### src/design/ple_pkg.sv
// ----------------------------------------------------------------------------
// ple_pkg
// Shared types and codes for the positional list engine: the item structs,
// the operation kinds, the status codes and the sequencer states.
// ----------------------------------------------------------------------------
package ple_pkg;

  localparam int PLE_CAPACITY = 16;
  localparam int VALUE_W      = 32;
  localparam int POS_W        = 8;
  localparam int LEN_W        = 5;

  typedef enum logic [2:0] {
    K_INS_HEAD = 3'd0,
    K_INS_TAIL = 3'd1,
    K_SHOW     = 3'd2,
    K_INS_AT   = 3'd3,
    K_DEL_HEAD = 3'd4,
    K_DEL_TAIL = 3'd5,
    K_DEL_AT   = 3'd6
  } kind_t;

  typedef enum logic [1:0] {
    ST_OK      = 2'd0,
    ST_EMPTY   = 2'd1,
    ST_INVALID = 2'd2,
    ST_FULL    = 2'd3
  } status_t;

  typedef enum logic [2:0] {
    S_IDLE,
    S_SHIFT_UP,
    S_SHIFT_DN,
    S_SHOW,
    S_DONE
  } seq_state_t;

  typedef struct packed {
    logic [2:0]                kind;
    logic [POS_W-1:0]          position;
    logic signed [VALUE_W-1:0] value;
  } in_item_t;

  typedef struct packed {
    logic [1:0]                status;
    logic signed [VALUE_W-1:0] element;
    logic [LEN_W-1:0]          length;
    logic                      last;
  } out_item_t;

endpackage

### src/design/ple_mem.sv
// ----------------------------------------------------------------------------
// ple_mem
// Element store: one write port, one read port, registered read data that
// holds while no read is issued.
// ----------------------------------------------------------------------------
module ple_mem #(
  parameter int DEPTH  = ple_pkg::PLE_CAPACITY,
  parameter int ADDR_W = 4
) (
  input  logic                               clk,
  input  logic                               wr_en,
  input  logic [ADDR_W-1:0]                  wr_addr,
  input  logic signed [ple_pkg::VALUE_W-1:0] wr_data,
  input  logic                               rd_en,
  input  logic [ADDR_W-1:0]                  rd_addr,
  output logic signed [ple_pkg::VALUE_W-1:0] rd_data
);
  import ple_pkg::*;

  logic signed [VALUE_W-1:0] mem [DEPTH];
  logic signed [VALUE_W-1:0] rd_data_r;

  always_ff @(posedge clk) begin
    if (wr_en) begin
      mem[wr_addr] <= wr_data;
    end
  end

  always_ff @(posedge clk) begin
    if (rd_en) begin
      rd_data_r <= mem[rd_addr];
    end
  end

  assign rd_data = rd_data_r;

endmodule

### src/design/ple_seq.sv
// ----------------------------------------------------------------------------
// ple_seq
// Operation sequencer: decodes an item, keeps the element count and walks
// the store to shift entries up or down, or to stream them out for show.
// ----------------------------------------------------------------------------
module ple_seq #(
  parameter int CAPACITY = ple_pkg::PLE_CAPACITY,
  parameter int ADDR_W   = 4,
  parameter int CNT_W    = 5
) (
  input  logic                               clk,
  input  logic                               rst_n,
  input  logic                               in_valid,
  output logic                               in_ready,
  input  ple_pkg::in_item_t                  in_data,
  output logic                               res_valid,
  input  logic                               res_ready,
  output ple_pkg::out_item_t                 res_data,
  output logic                               wr_en,
  output logic [ADDR_W-1:0]                  wr_addr,
  output logic signed [ple_pkg::VALUE_W-1:0] wr_data,
  output logic                               rd_en,
  output logic [ADDR_W-1:0]                  rd_addr,
  input  logic signed [ple_pkg::VALUE_W-1:0] rd_data
);
  import ple_pkg::*;

  localparam int CMP_W = POS_W + 1;

  seq_state_t                state_r, state_nxt;
  logic [CNT_W-1:0]          count_r, count_nxt;
  logic [ADDR_W-1:0]         ptr_r, ptr_nxt;
  logic [ADDR_W-1:0]         idx_r, idx_nxt;
  logic signed [VALUE_W-1:0] val_r, val_nxt;
  logic                      ins_r, ins_nxt;

  logic              full, empty, ins_pos_ok, del_pos_ok, ins_direct, del_direct;
  logic [ADDR_W-1:0] ins_idx, del_idx, pos_idx, ptr_inc, ptr_dec;
  logic [CNT_W-1:0]  cnt_inc, cnt_dec, cnt_upd;
  logic [CMP_W-1:0]  pos_ext, cnt_ext;
  logic              show_last;

  always_ff @(posedge clk) begin
    if (!rst_n) begin
      state_r <= S_IDLE;
      count_r <= '0;
    end else begin
      state_r <= state_nxt;
      count_r <= count_nxt;
    end
  end

  always_ff @(posedge clk) begin
    ptr_r <= ptr_nxt;
    idx_r <= idx_nxt;
    val_r <= val_nxt;
    ins_r <= ins_nxt;
  end

  always_comb begin
    full       = (count_r == CNT_W'(CAPACITY));
    empty      = (count_r == '0);
    cnt_inc    = count_r + CNT_W'(1);
    cnt_dec    = count_r - CNT_W'(1);
    pos_ext    = CMP_W'(in_data.position);
    cnt_ext    = CMP_W'(count_r);
    ins_pos_ok = (in_data.position != '0) && (pos_ext <= cnt_ext + CMP_W'(1));
    del_pos_ok = (in_data.position != '0) && (pos_ext <= cnt_ext);
    pos_idx    = ADDR_W'(in_data.position - POS_W'(1));
    ptr_inc    = ptr_r + ADDR_W'(1);
    ptr_dec    = ptr_r - ADDR_W'(1);
    cnt_upd    = ins_r ? cnt_inc : cnt_dec;
    show_last  = (CNT_W'(ptr_r) + CNT_W'(1) == count_r);

    case (in_data.kind)
      K_INS_HEAD: ins_idx = '0;
      K_INS_TAIL: ins_idx = ADDR_W'(count_r);
      default:    ins_idx = pos_idx;
    endcase
    case (in_data.kind)
      K_DEL_HEAD: del_idx = '0;
      K_DEL_TAIL: del_idx = ADDR_W'(cnt_dec);
      default:    del_idx = pos_idx;
    endcase
    ins_direct = (CNT_W'(ins_idx) == count_r);
    del_direct = (CNT_W'(del_idx) == cnt_dec);
  end

  always_comb begin
    state_nxt = state_r;
    count_nxt = count_r;
    ptr_nxt   = ptr_r;
    idx_nxt   = idx_r;
    val_nxt   = val_r;
    ins_nxt   = ins_r;
    in_ready  = 1'b0;
    res_valid = 1'b0;
    res_data  = '{status: ST_OK, element: '0, length: LEN_W'(count_r), last: 1'b1};
    wr_en     = 1'b0;
    wr_addr   = ptr_r;
    wr_data   = rd_data;
    rd_en     = 1'b0;
    rd_addr   = ptr_r;

    case (state_r)
      S_IDLE: begin
        in_ready = res_ready;
        if (in_valid && res_ready) begin
          case (in_data.kind)
            K_INS_HEAD, K_INS_TAIL, K_INS_AT: begin
              if (full) begin
                res_valid       = 1'b1;
                res_data.status = ST_FULL;
              end else if ((in_data.kind == K_INS_AT) && !ins_pos_ok) begin
                res_valid       = 1'b1;
                res_data.status = ST_INVALID;
              end else if (ins_direct) begin
                wr_en           = 1'b1;
                wr_addr         = ins_idx;
                wr_data         = in_data.value;
                count_nxt       = cnt_inc;
                res_valid       = 1'b1;
                res_data.length = LEN_W'(cnt_inc);
              end else begin
                rd_en     = 1'b1;
                rd_addr   = ADDR_W'(cnt_dec);
                ptr_nxt   = ADDR_W'(count_r);
                idx_nxt   = ins_idx;
                val_nxt   = in_data.value;
                ins_nxt   = 1'b1;
                state_nxt = S_SHIFT_UP;
              end
            end
            K_DEL_HEAD, K_DEL_TAIL, K_DEL_AT: begin
              if (empty) begin
                res_valid       = 1'b1;
                res_data.status = ST_EMPTY;
              end else if ((in_data.kind == K_DEL_AT) && !del_pos_ok) begin
                res_valid       = 1'b1;
                res_data.status = ST_INVALID;
              end else if (del_direct) begin
                count_nxt       = cnt_dec;
                res_valid       = 1'b1;
                res_data.length = LEN_W'(cnt_dec);
              end else begin
                rd_en     = 1'b1;
                rd_addr   = del_idx + ADDR_W'(1);
                ptr_nxt   = del_idx;
                ins_nxt   = 1'b0;
                state_nxt = S_SHIFT_DN;
              end
            end
            K_SHOW: begin
              if (empty) begin
                res_valid       = 1'b1;
                res_data.status = ST_EMPTY;
              end else begin
                rd_en     = 1'b1;
                rd_addr   = '0;
                ptr_nxt   = '0;
                state_nxt = S_SHOW;
              end
            end
            default: begin
              res_valid = 1'b1;
            end
          endcase
        end
      end
      S_SHIFT_UP: begin
        // entry ptr-1 arrived, move it one place up
        wr_en = 1'b1;
        if (ptr_dec == idx_r) begin
          state_nxt = S_DONE;
        end else begin
          rd_en   = 1'b1;
          rd_addr = ptr_dec - ADDR_W'(1);
          ptr_nxt = ptr_dec;
        end
      end
      S_SHIFT_DN: begin
        // entry ptr+1 arrived, move it one place down
        wr_en = 1'b1;
        if (CNT_W'(ptr_r) + CNT_W'(1) == cnt_dec) begin
          state_nxt = S_DONE;
        end else begin
          rd_en   = 1'b1;
          rd_addr = ptr_inc + ADDR_W'(1);
          ptr_nxt = ptr_inc;
        end
      end
      S_DONE: begin
        wr_en           = ins_r;
        wr_addr         = idx_r;
        wr_data         = val_r;
        res_valid       = 1'b1;
        res_data.length = LEN_W'(cnt_upd);
        if (res_ready) begin
          count_nxt = cnt_upd;
          state_nxt = S_IDLE;
        end
      end
      S_SHOW: begin
        res_valid        = 1'b1;
        res_data.element = rd_data;
        res_data.last    = show_last;
        if (res_ready) begin
          if (show_last) begin
            state_nxt = S_IDLE;
          end else begin
            rd_en   = 1'b1;
            rd_addr = ptr_inc;
            ptr_nxt = ptr_inc;
          end
        end
      end
      default: begin
        state_nxt = S_IDLE;
      end
    endcase
  end

endmodule

### src/design/positional_list_engine.sv
// with no shift needed, a status item leaves in the cycle after its input item
// an insert or delete that moves entries shifts them one by one before its status item
// show streams one element item per cycle from the registered read, unless output stalls
// throughput: 1 item per cycle without a shift while the output is not stalled; a shift
// or a show holds off input until done, as the one read port walks one entry a cycle
// reset: synchronous active-low rst_n empties the list; store contents stay undefined
// ----------------------------------------------------------------------------
// positional_list_engine
// Ordered list of signed 32-bit values with positional insert, delete and
// show, held in a synchronous element store walked by a sequencer.
// ----------------------------------------------------------------------------
module positional_list_engine #(
  parameter int CAPACITY = ple_pkg::PLE_CAPACITY
) (
  input  logic               clk,
  input  logic               rst_n,
  input  logic               in_valid,
  output logic               in_ready,
  input  ple_pkg::in_item_t  in_data,
  output logic               out_valid,
  input  logic               out_ready,
  output ple_pkg::out_item_t out_data
);
  import ple_pkg::*;

  // address width of the store, count width holds the capacity itself
  localparam int ADDR_W = (CAPACITY > 1) ? $clog2(CAPACITY) : 1;
  localparam int CNT_W  = $clog2(CAPACITY + 1);

  // memory ports
  logic                      wr_en;
  logic [ADDR_W-1:0]         wr_addr;
  logic signed [VALUE_W-1:0] wr_data;
  logic                      rd_en;
  logic [ADDR_W-1:0]         rd_addr;
  logic signed [VALUE_W-1:0] rd_data;

  // sequencer result side
  logic      res_valid;
  logic      res_ready;
  out_item_t res_data;

  // output register
  logic      out_valid_r;
  out_item_t out_data_r;

  ple_mem #(
    .DEPTH  (CAPACITY),
    .ADDR_W (ADDR_W)
  ) u_mem (
    .clk     (clk),
    .wr_en   (wr_en),
    .wr_addr (wr_addr),
    .wr_data (wr_data),
    .rd_en   (rd_en),
    .rd_addr (rd_addr),
    .rd_data (rd_data)
  );

  ple_seq #(
    .CAPACITY (CAPACITY),
    .ADDR_W   (ADDR_W),
    .CNT_W    (CNT_W)
  ) u_seq (
    .clk       (clk),
    .rst_n     (rst_n),
    .in_valid  (in_valid),
    .in_ready  (in_ready),
    .in_data   (in_data),
    .res_valid (res_valid),
    .res_ready (res_ready),
    .res_data  (res_data),
    .wr_en     (wr_en),
    .wr_addr   (wr_addr),
    .wr_data   (wr_data),
    .rd_en     (rd_en),
    .rd_addr   (rd_addr),
    .rd_data   (rd_data)
  );

  // the output register takes a new item when empty or being drained
  assign res_ready = !out_valid_r || out_ready;

  always_ff @(posedge clk) begin
    if (!rst_n) begin
      out_valid_r <= 1'b0;
    end else if (res_valid && res_ready) begin
      out_valid_r <= 1'b1;
    end else if (out_ready) begin
      out_valid_r <= 1'b0;
    end
  end

  // payload only loads on a transfer into the register
  always_ff @(posedge clk) begin
    if (res_valid && res_ready) begin
      out_data_r <= res_data;
    end
  end

  assign out_valid = out_valid_r;
  assign out_data  = out_data_r;

endmodule

### config.mk
export PLATFORM = sky130hd
export DESIGN_NAME = positional_list_engine
export DESIGN_NICKNAME = d
export VERILOG_FILES = /design/src/design/ple_pkg.sv /design/src/design/ple_mem.sv /design/src/design/ple_seq.sv /design/src/design/positional_list_engine.sv
export SDC_FILE = /design/constraint.sdc
export NUM_CORES = 1
export LEC_CHECK = 0
export BUFFER_PORTS_ARGS = -buffer_cell sky130_fd_sc_hd__buf_4
export CAP_MARGIN = 20
export CORE_UTILIZATION = 31
export CTS_BUF_LIST = sky130_fd_sc_hd__clkbuf_4 sky130_fd_sc_hd__clkbuf_8
export DETAILED_ROUTE_END_ITERATION = 7
export PLACE_DENSITY = 0.55
export RECOVER_POWER = 100
export SYNTH_ARGS = -nofsm -noshare
export SYNTH_HDL_FRONTEND = slang
export SYNTH_SLANG_ARGS = --single-unit
export TNS_END_PERCENT = 5
### constraint.sdc
create_clock -name clk -period 7.96 [get_ports clk]
set_clock_uncertainty 0.05 [all_clocks]
set_input_delay 0 -clock clk [delete_from_list [all_inputs] [get_ports clk]]
set_output_delay 0 -clock clk [all_outputs]
set_load 0.05 [all_outputs]
# Word-level counts from Yosys, hierarchy flattened
# Memories as Yosys holds them, arrays and structs flattened. A register that Yosys moved wholly into a read port is not among the register bits.
# Index checks and enable logic that the tools add are counted.
# totals
reg_bits	90
latch_bits	0
ram_bits	512
mem_bits_ro	0
input_bits	47
output_inout_bits	42
word_cells	206
mem_count	1
# op_classes
add_sub_neg	10
multipliers	0
n_div	0
order_cmp	2
n_eq_ne	38
n_shift	0
n_mux	113
bitwise	3
n_reduce_logical	28
# mem_list
memory	words	word_bits	rd	rd_ports_with_merged_regs	write_ports	line_no	text
u_mem.mem	16	32	1	1	1	ple_mem.sv:20	logic signed [VALUE_W-1:0] mem [DEPTH];
# ops
operator	n
$mux W32	5
$mux W4	26
$pmux W32 S2	1
$mux W5	9
$mux W3	13
$mux W1	36
$pmux W4 S4	2
$pmux W5 S2	3
$pmux W4 S2	3
$pmux W4 S3	2
$ne A3 B3 Y1 const B	7
$ne A2 B2 Y1 const B	10
$pmux W3 S5	1
$reduce_and A14 Y1	1
$add A4 B1 Y4 const B	3
$eq A3 B2 Y1 const B	4
$eq A3 B3 Y1 const B	4
$sub A4 B1 Y4 const B	3
$reduce_and A11 Y1	1
$eq A4 B5 Y1	2
$eq A5 B5 Y1	2
$pmux W1 S3	3
$pmux W3 S3	1
$reduce_and A9 Y1	1
other kinds (28)	51

# Depth between registers and ports, before layout
# depth
ltp_word	12
mapped_depth	19
mapped_depth_nobuf	15

# Modules after synthesis
# From an unflattened synthesis, not the netlist that was laid out.
# hier_totals
cells_unflattened	1525
hier_area_um2	26633.0
# modules_own_cells
mod	instances	cells_per_inst	area_each_um2	seq_area_each_um2
ple_mem	1	838	20155.6	16335.7
ple_seq	1	642	5218.8	1391.3
positional_list_engine	1	45	1258.7	1221.2

# Worst setup path after synthesis
# No wires, ideal clock.
# synth_path
path_type	reg2reg
from	reg u_seq.count_r[3]
to	mem u_mem.mem[3][0], enable pin
setup_time_ns	0.421
arrival_time_ns	5.164
required_ns	7.489
setup_slack_ns	2.325
path_stages_with_launch	17
path_buffers	2
period_less_slack_ns	5.635
cell_sequence	dfxtp_1 clkbuf_1 clkbuf_1 nand3_1 xnor2_1 ha_1 or4bb_1 a21oi_1 nand4b_1 and4_1 or4_1 nor2_1 a22oi_1 nor2_1 a221oi_1 or2_2 nor2_1
# synth_between
elab_chain_cells	12
elab_cells_between_ends	22
classes_between	add/sub: 1; order compare: 1; eq/ne: 2; mux: 15; reduce/logical: 3
# synth_lines
element	line_no	text
start, declared	ple_seq.sv:31	logic [CNT_W-1:0] count_r, count_nxt;
start signal, assigned	ple_seq.sv:49	count_r <= count_nxt;
$add A5 B1 Y6	ple_seq.sv:67	ins_pos_ok = (in_data.position != '0) && (pos_ext <= cnt_ext + CMP_W'(1));
$le A8 B6 Y1	ple_seq.sv:67	
$logic_and A1 B1 Y1	ple_seq.sv:67	
$logic_not A1 Y1	ple_seq.sv:114	end else if ((in_data.kind == K_INS_AT) && !ins_pos_ok) begin
$logic_and A1 B1 Y1	ple_seq.sv:114	
$mux W1	ple_seq.sv:114	
$mux W1	ple_seq.sv:111	if (full) begin
$mux W1	ple_seq.sv:109	case (in_data.kind)
$mux W1	ple_seq.sv:108	if (in_valid && res_ready) begin
$pmux W1 S3	ple_seq.sv:105	case (state_r)
$mux W1	ple_mem.sv:24	if (wr_en) begin
$mux W1 (not written as such)	ple_mem.sv:25	mem[wr_addr] <= wr_data;
end, declared	ple_mem.sv:20	
# Several ways; a longest one is shown, not always the timed one.

# Worst setup path after layout
# layout_path
from	reg u_seq.count_r[0]
to	mem u_mem.mem[10][12] (data pin)
# layout_between
elab_chain_cells	10
elab_cells_between_ends	14
classes_between	add/sub: 1; order compare: 1; eq/ne: 2; mux: 7; reduce/logical: 3
# layout_lines
element	line_no	text
$add A5 B1 Y6	ple_seq.sv:67	
$le A8 B6 Y1	ple_seq.sv:67	
$logic_and A1 B1 Y1	ple_seq.sv:67	
$logic_not A1 Y1	ple_seq.sv:114	
$logic_and A1 B1 Y1	ple_seq.sv:114	
$mux W32	ple_seq.sv:114	
$mux W32 *	ple_seq.sv:111	
$mux W32 *	ple_seq.sv:109	
$mux W32 *	ple_seq.sv:108	
$pmux W32 S2 *	ple_seq.sv:105	
via u_mem.wr_data, one bit	ple_mem.sv:13	input logic signed [ple_pkg::VALUE_W-1:0] wr_data,
# Mark *: on every way through the listed nets, which the timed path passes. The rest lies on a longest branch.

==> out/qor.txt <==
initial core utilization: 0.3150
Tot GR Track Use: 0.1838
Worst Setup SP: u_seq.count_r[0]$_SDFFE_PN0P_
Fmax: 0.1396 GHz
global route total overflow: 0
Mapped Area: 29570 um2
Syn Area/Cell: 12.09 um2
top-area cell type share of the netlist area: 0.6346
Crit. End Element: flip-flop
HP Start: rst_n
Num CTS Buffers: 105
final-stage net count: 2662
final instance area: 34380 um2
clk_lat worst skew: 0.73 ns
Clock Sinks: 634
Worst Path Required: 8.32 ns
routability congestion estimate: 0.8410
DP Area: 31920 um2
Final Hold Viols: 0
vias per inst: 5.487
syn nets: 2511
post-route ant nets: 0
Slew Viols, Final: 174
ordered list of cells on the worst path: ha_1, nand3_1, xnor2_1, ha_1, or4bb_1, a21oi_1, nand4b_1, and4_1, or4_1, nor2_1, clkbuf_1, a22oi_1, o21ai_0, clkbuf_1
FILL cells: 9197
full die area: 96640 um2
vias in the first global route: 21640
fin crit period: 7.165 ns
Yosys top cell by area: edfxtp_1
Seq/Total Area, Yosys: 0.6407
antenna violations before repair: 1
max-capacitance violation count: 6
Tightest Hold Check Type: input port to flip-flop
core footprint: 93890 um2
Max-slew headroom: -1.202
CP Launch Type: flip-flop
io pins: 89
fin crit share: 0.9001
Reg clk slew, reported paths: 0.07 ns
synthesis-stage register bit count: 634
Reg area: 18950 um2
Crit-path slowest cell: or4_1
post-synthesis async set-or-reset flop share: 0
status: finished, violations left
number of synthesized flops with an enable pin: 625
Longest Clk Path Bufs: 3
arrival time worst endpoint: 7.52 ns
Multi-input gate area: 9797 um2
CP Max Fanout: 23
Final Util: 0.3662
total number of vias: 21630
Commonest cells post-synth: 625 x edfxtp_1, 498 x nand2_1, 164 x a211oi_1
count leader, synth: edfxtp_1
first-pass GRT wire length: 137.2 mm
Setup CP Type: flip-flop to flip-flop
post-route setup TNS: 0 ns
Least-Margin Pin Slew: 3.303 ns
final count of negative-setup-slack endpoints: 0
CTS tree: yes
Mapped Cells: 2446
failing checks: capacitance limit, slew limit
final wirelength: 90.62 mm
Distinct cells, synth: 75
CTS root buf: clkbuf_8
unrepaired setup endpoints after global routing: false
Rows: 112
synth warn: 0
CP max stage delay: 1.06 ns
residual DRC count: 0
share of cells above drive strength 1: 0.1027
Detailed Place HPWL: 54.07 mm
Die H: 310.9 um
Area Growth Syn to Fin: 16.25%
drt pass-1 iters: 8
top_reg_cell synth: edfxtp_1
reg2reg start: u_seq.count_r[0]$_SDFFE_PN0P_
Iter 0 DRT Violations: 1982
Die X: 310.9 um
worst setup margin: 0.7951 ns
largest net degree at the start of global routing: 145
H-tree levels: 3
wire per inst: 22.99 um
Synth area leaders: edfxtp_1 63%, nand2_1 6.3%, a211oi_1 4.2%, a21oi_1 2.7%, mux2i_1 2.4%
Port Buf Inserts: 88
Place WS: 1.327 ns
==> worst max-delay path, delay by kind of cell (launching register included) <==
kind / cells / cell delay, ns
AND/OR/NAND/NOR: 6 / 2.67
adder cells (fa/ha/maj): 2 / 0.65
XOR/XNOR: 1 / 0.19
flip-flops: 1 / 0.84
buffers and inverters: 2 / 1.60
AO/OA/AOI/OAI: 3 / 0.78
==> final timing paths <==
path | slack [ns] | cells after the start | end
min | 0.13 | 3 | u_seq.count_r[1]$_SDFFE_PN0P_
min reg2reg | 0.54 | 1 | out_data[32]$_SDFFCE_PN0P_
max | 0.80 | 14 | u_mem.mem[10][12]$_DFFE_PP_
max reg2reg | 0.80 | 14 | u_mem.mem[10][12]$_DFFE_PP_
==> state kept, by name (all words and copies together), names as in the netlist <==
signal / flops
u_mem.rd_data: 32
u_seq.val_r: 32
u_seq.idx_r: 4
out_valid: 1
u_seq.count_r: 5
u_mem.mem: 512
u_seq.ins_r: 1
u_seq.ptr_r: 4
out_data: 40
u_seq.state_r: 3
==> metal layers <==
metal / vias to the layer above / part of all wire / routed length (um) / track usage
met1: 10890 / 0.45 / 40460 / 0.2547
met5: - / 0 / 0 / 0
met3: 146 / 0.066 / 5980 / 0.03212
met2: 843 / 0.47 / 42240 / 0.2958
met4: 0 / 0.021 / 1940 / 0.04893
li1: 9749 / - / - / -
==> metrics by stage <==
stage                     cells  hold slack [ns]
after floorplan            2446          0.04887
after global placement     3658           0.1398
after detailed placement   3669           0.1414
after CTS                  3937         0.009350
after global routing       3941          0.09714
final                      3942           0.1336
==> kinds of logic (layout without fill, tap and decap cells) <==
kind of cell    after synthesis  count (layout)  synth area share
compound gates              704             704            0.1672
xor+xnor                     37              37           0.01193
fa+ha+maj                    18              18          0.007616
buf+inv                     217             458           0.03368
flops                       634             634            0.6407
mux                          75              75           0.02560
other cells                   0               1                 0
simple gates                761             761            0.1133
==> layout make-up <==
type | instances | area share
sequential | 634 | 0.5512
clock inverter | 63 | 0.01438
inverter | 17 | 0.001856
tap | 1254 | 0.04564
multi-input combinational | 1595 | 0.2850
timing repair buffer | 244 | 0.05321
clock buffer | 134 | 0.04873
antenna | 1 | 0.00007279
==> cell usage in the layout (no fill, tap or decap), types with 66 or more instances in the layout <==
cell type / instances
clkbuf_8: 107
clkbuf_1: 98
a21oi_1: 159
a211oi_1: 164
mux2i_1: 70
edfxtp_1: 625
nand2_1: 497
dlygate4sd3_1: 71
o221ai_1: 66
a22oi_1: 72
o21ai_0: 67
==> what timing repair did <==
action | in CTS | in global routing
resized for setup | 0 | 0
endpoints found under the setup margin | 0 | 0
endpoints found under the hold margin | 441 | 0
hold buffers | 71 | 0
buffers inserted | 0 | 0
Power is left out: the tool's default activity adds up to more than one toggle a clock period on the data nets, which glitch-free logic cannot reach.
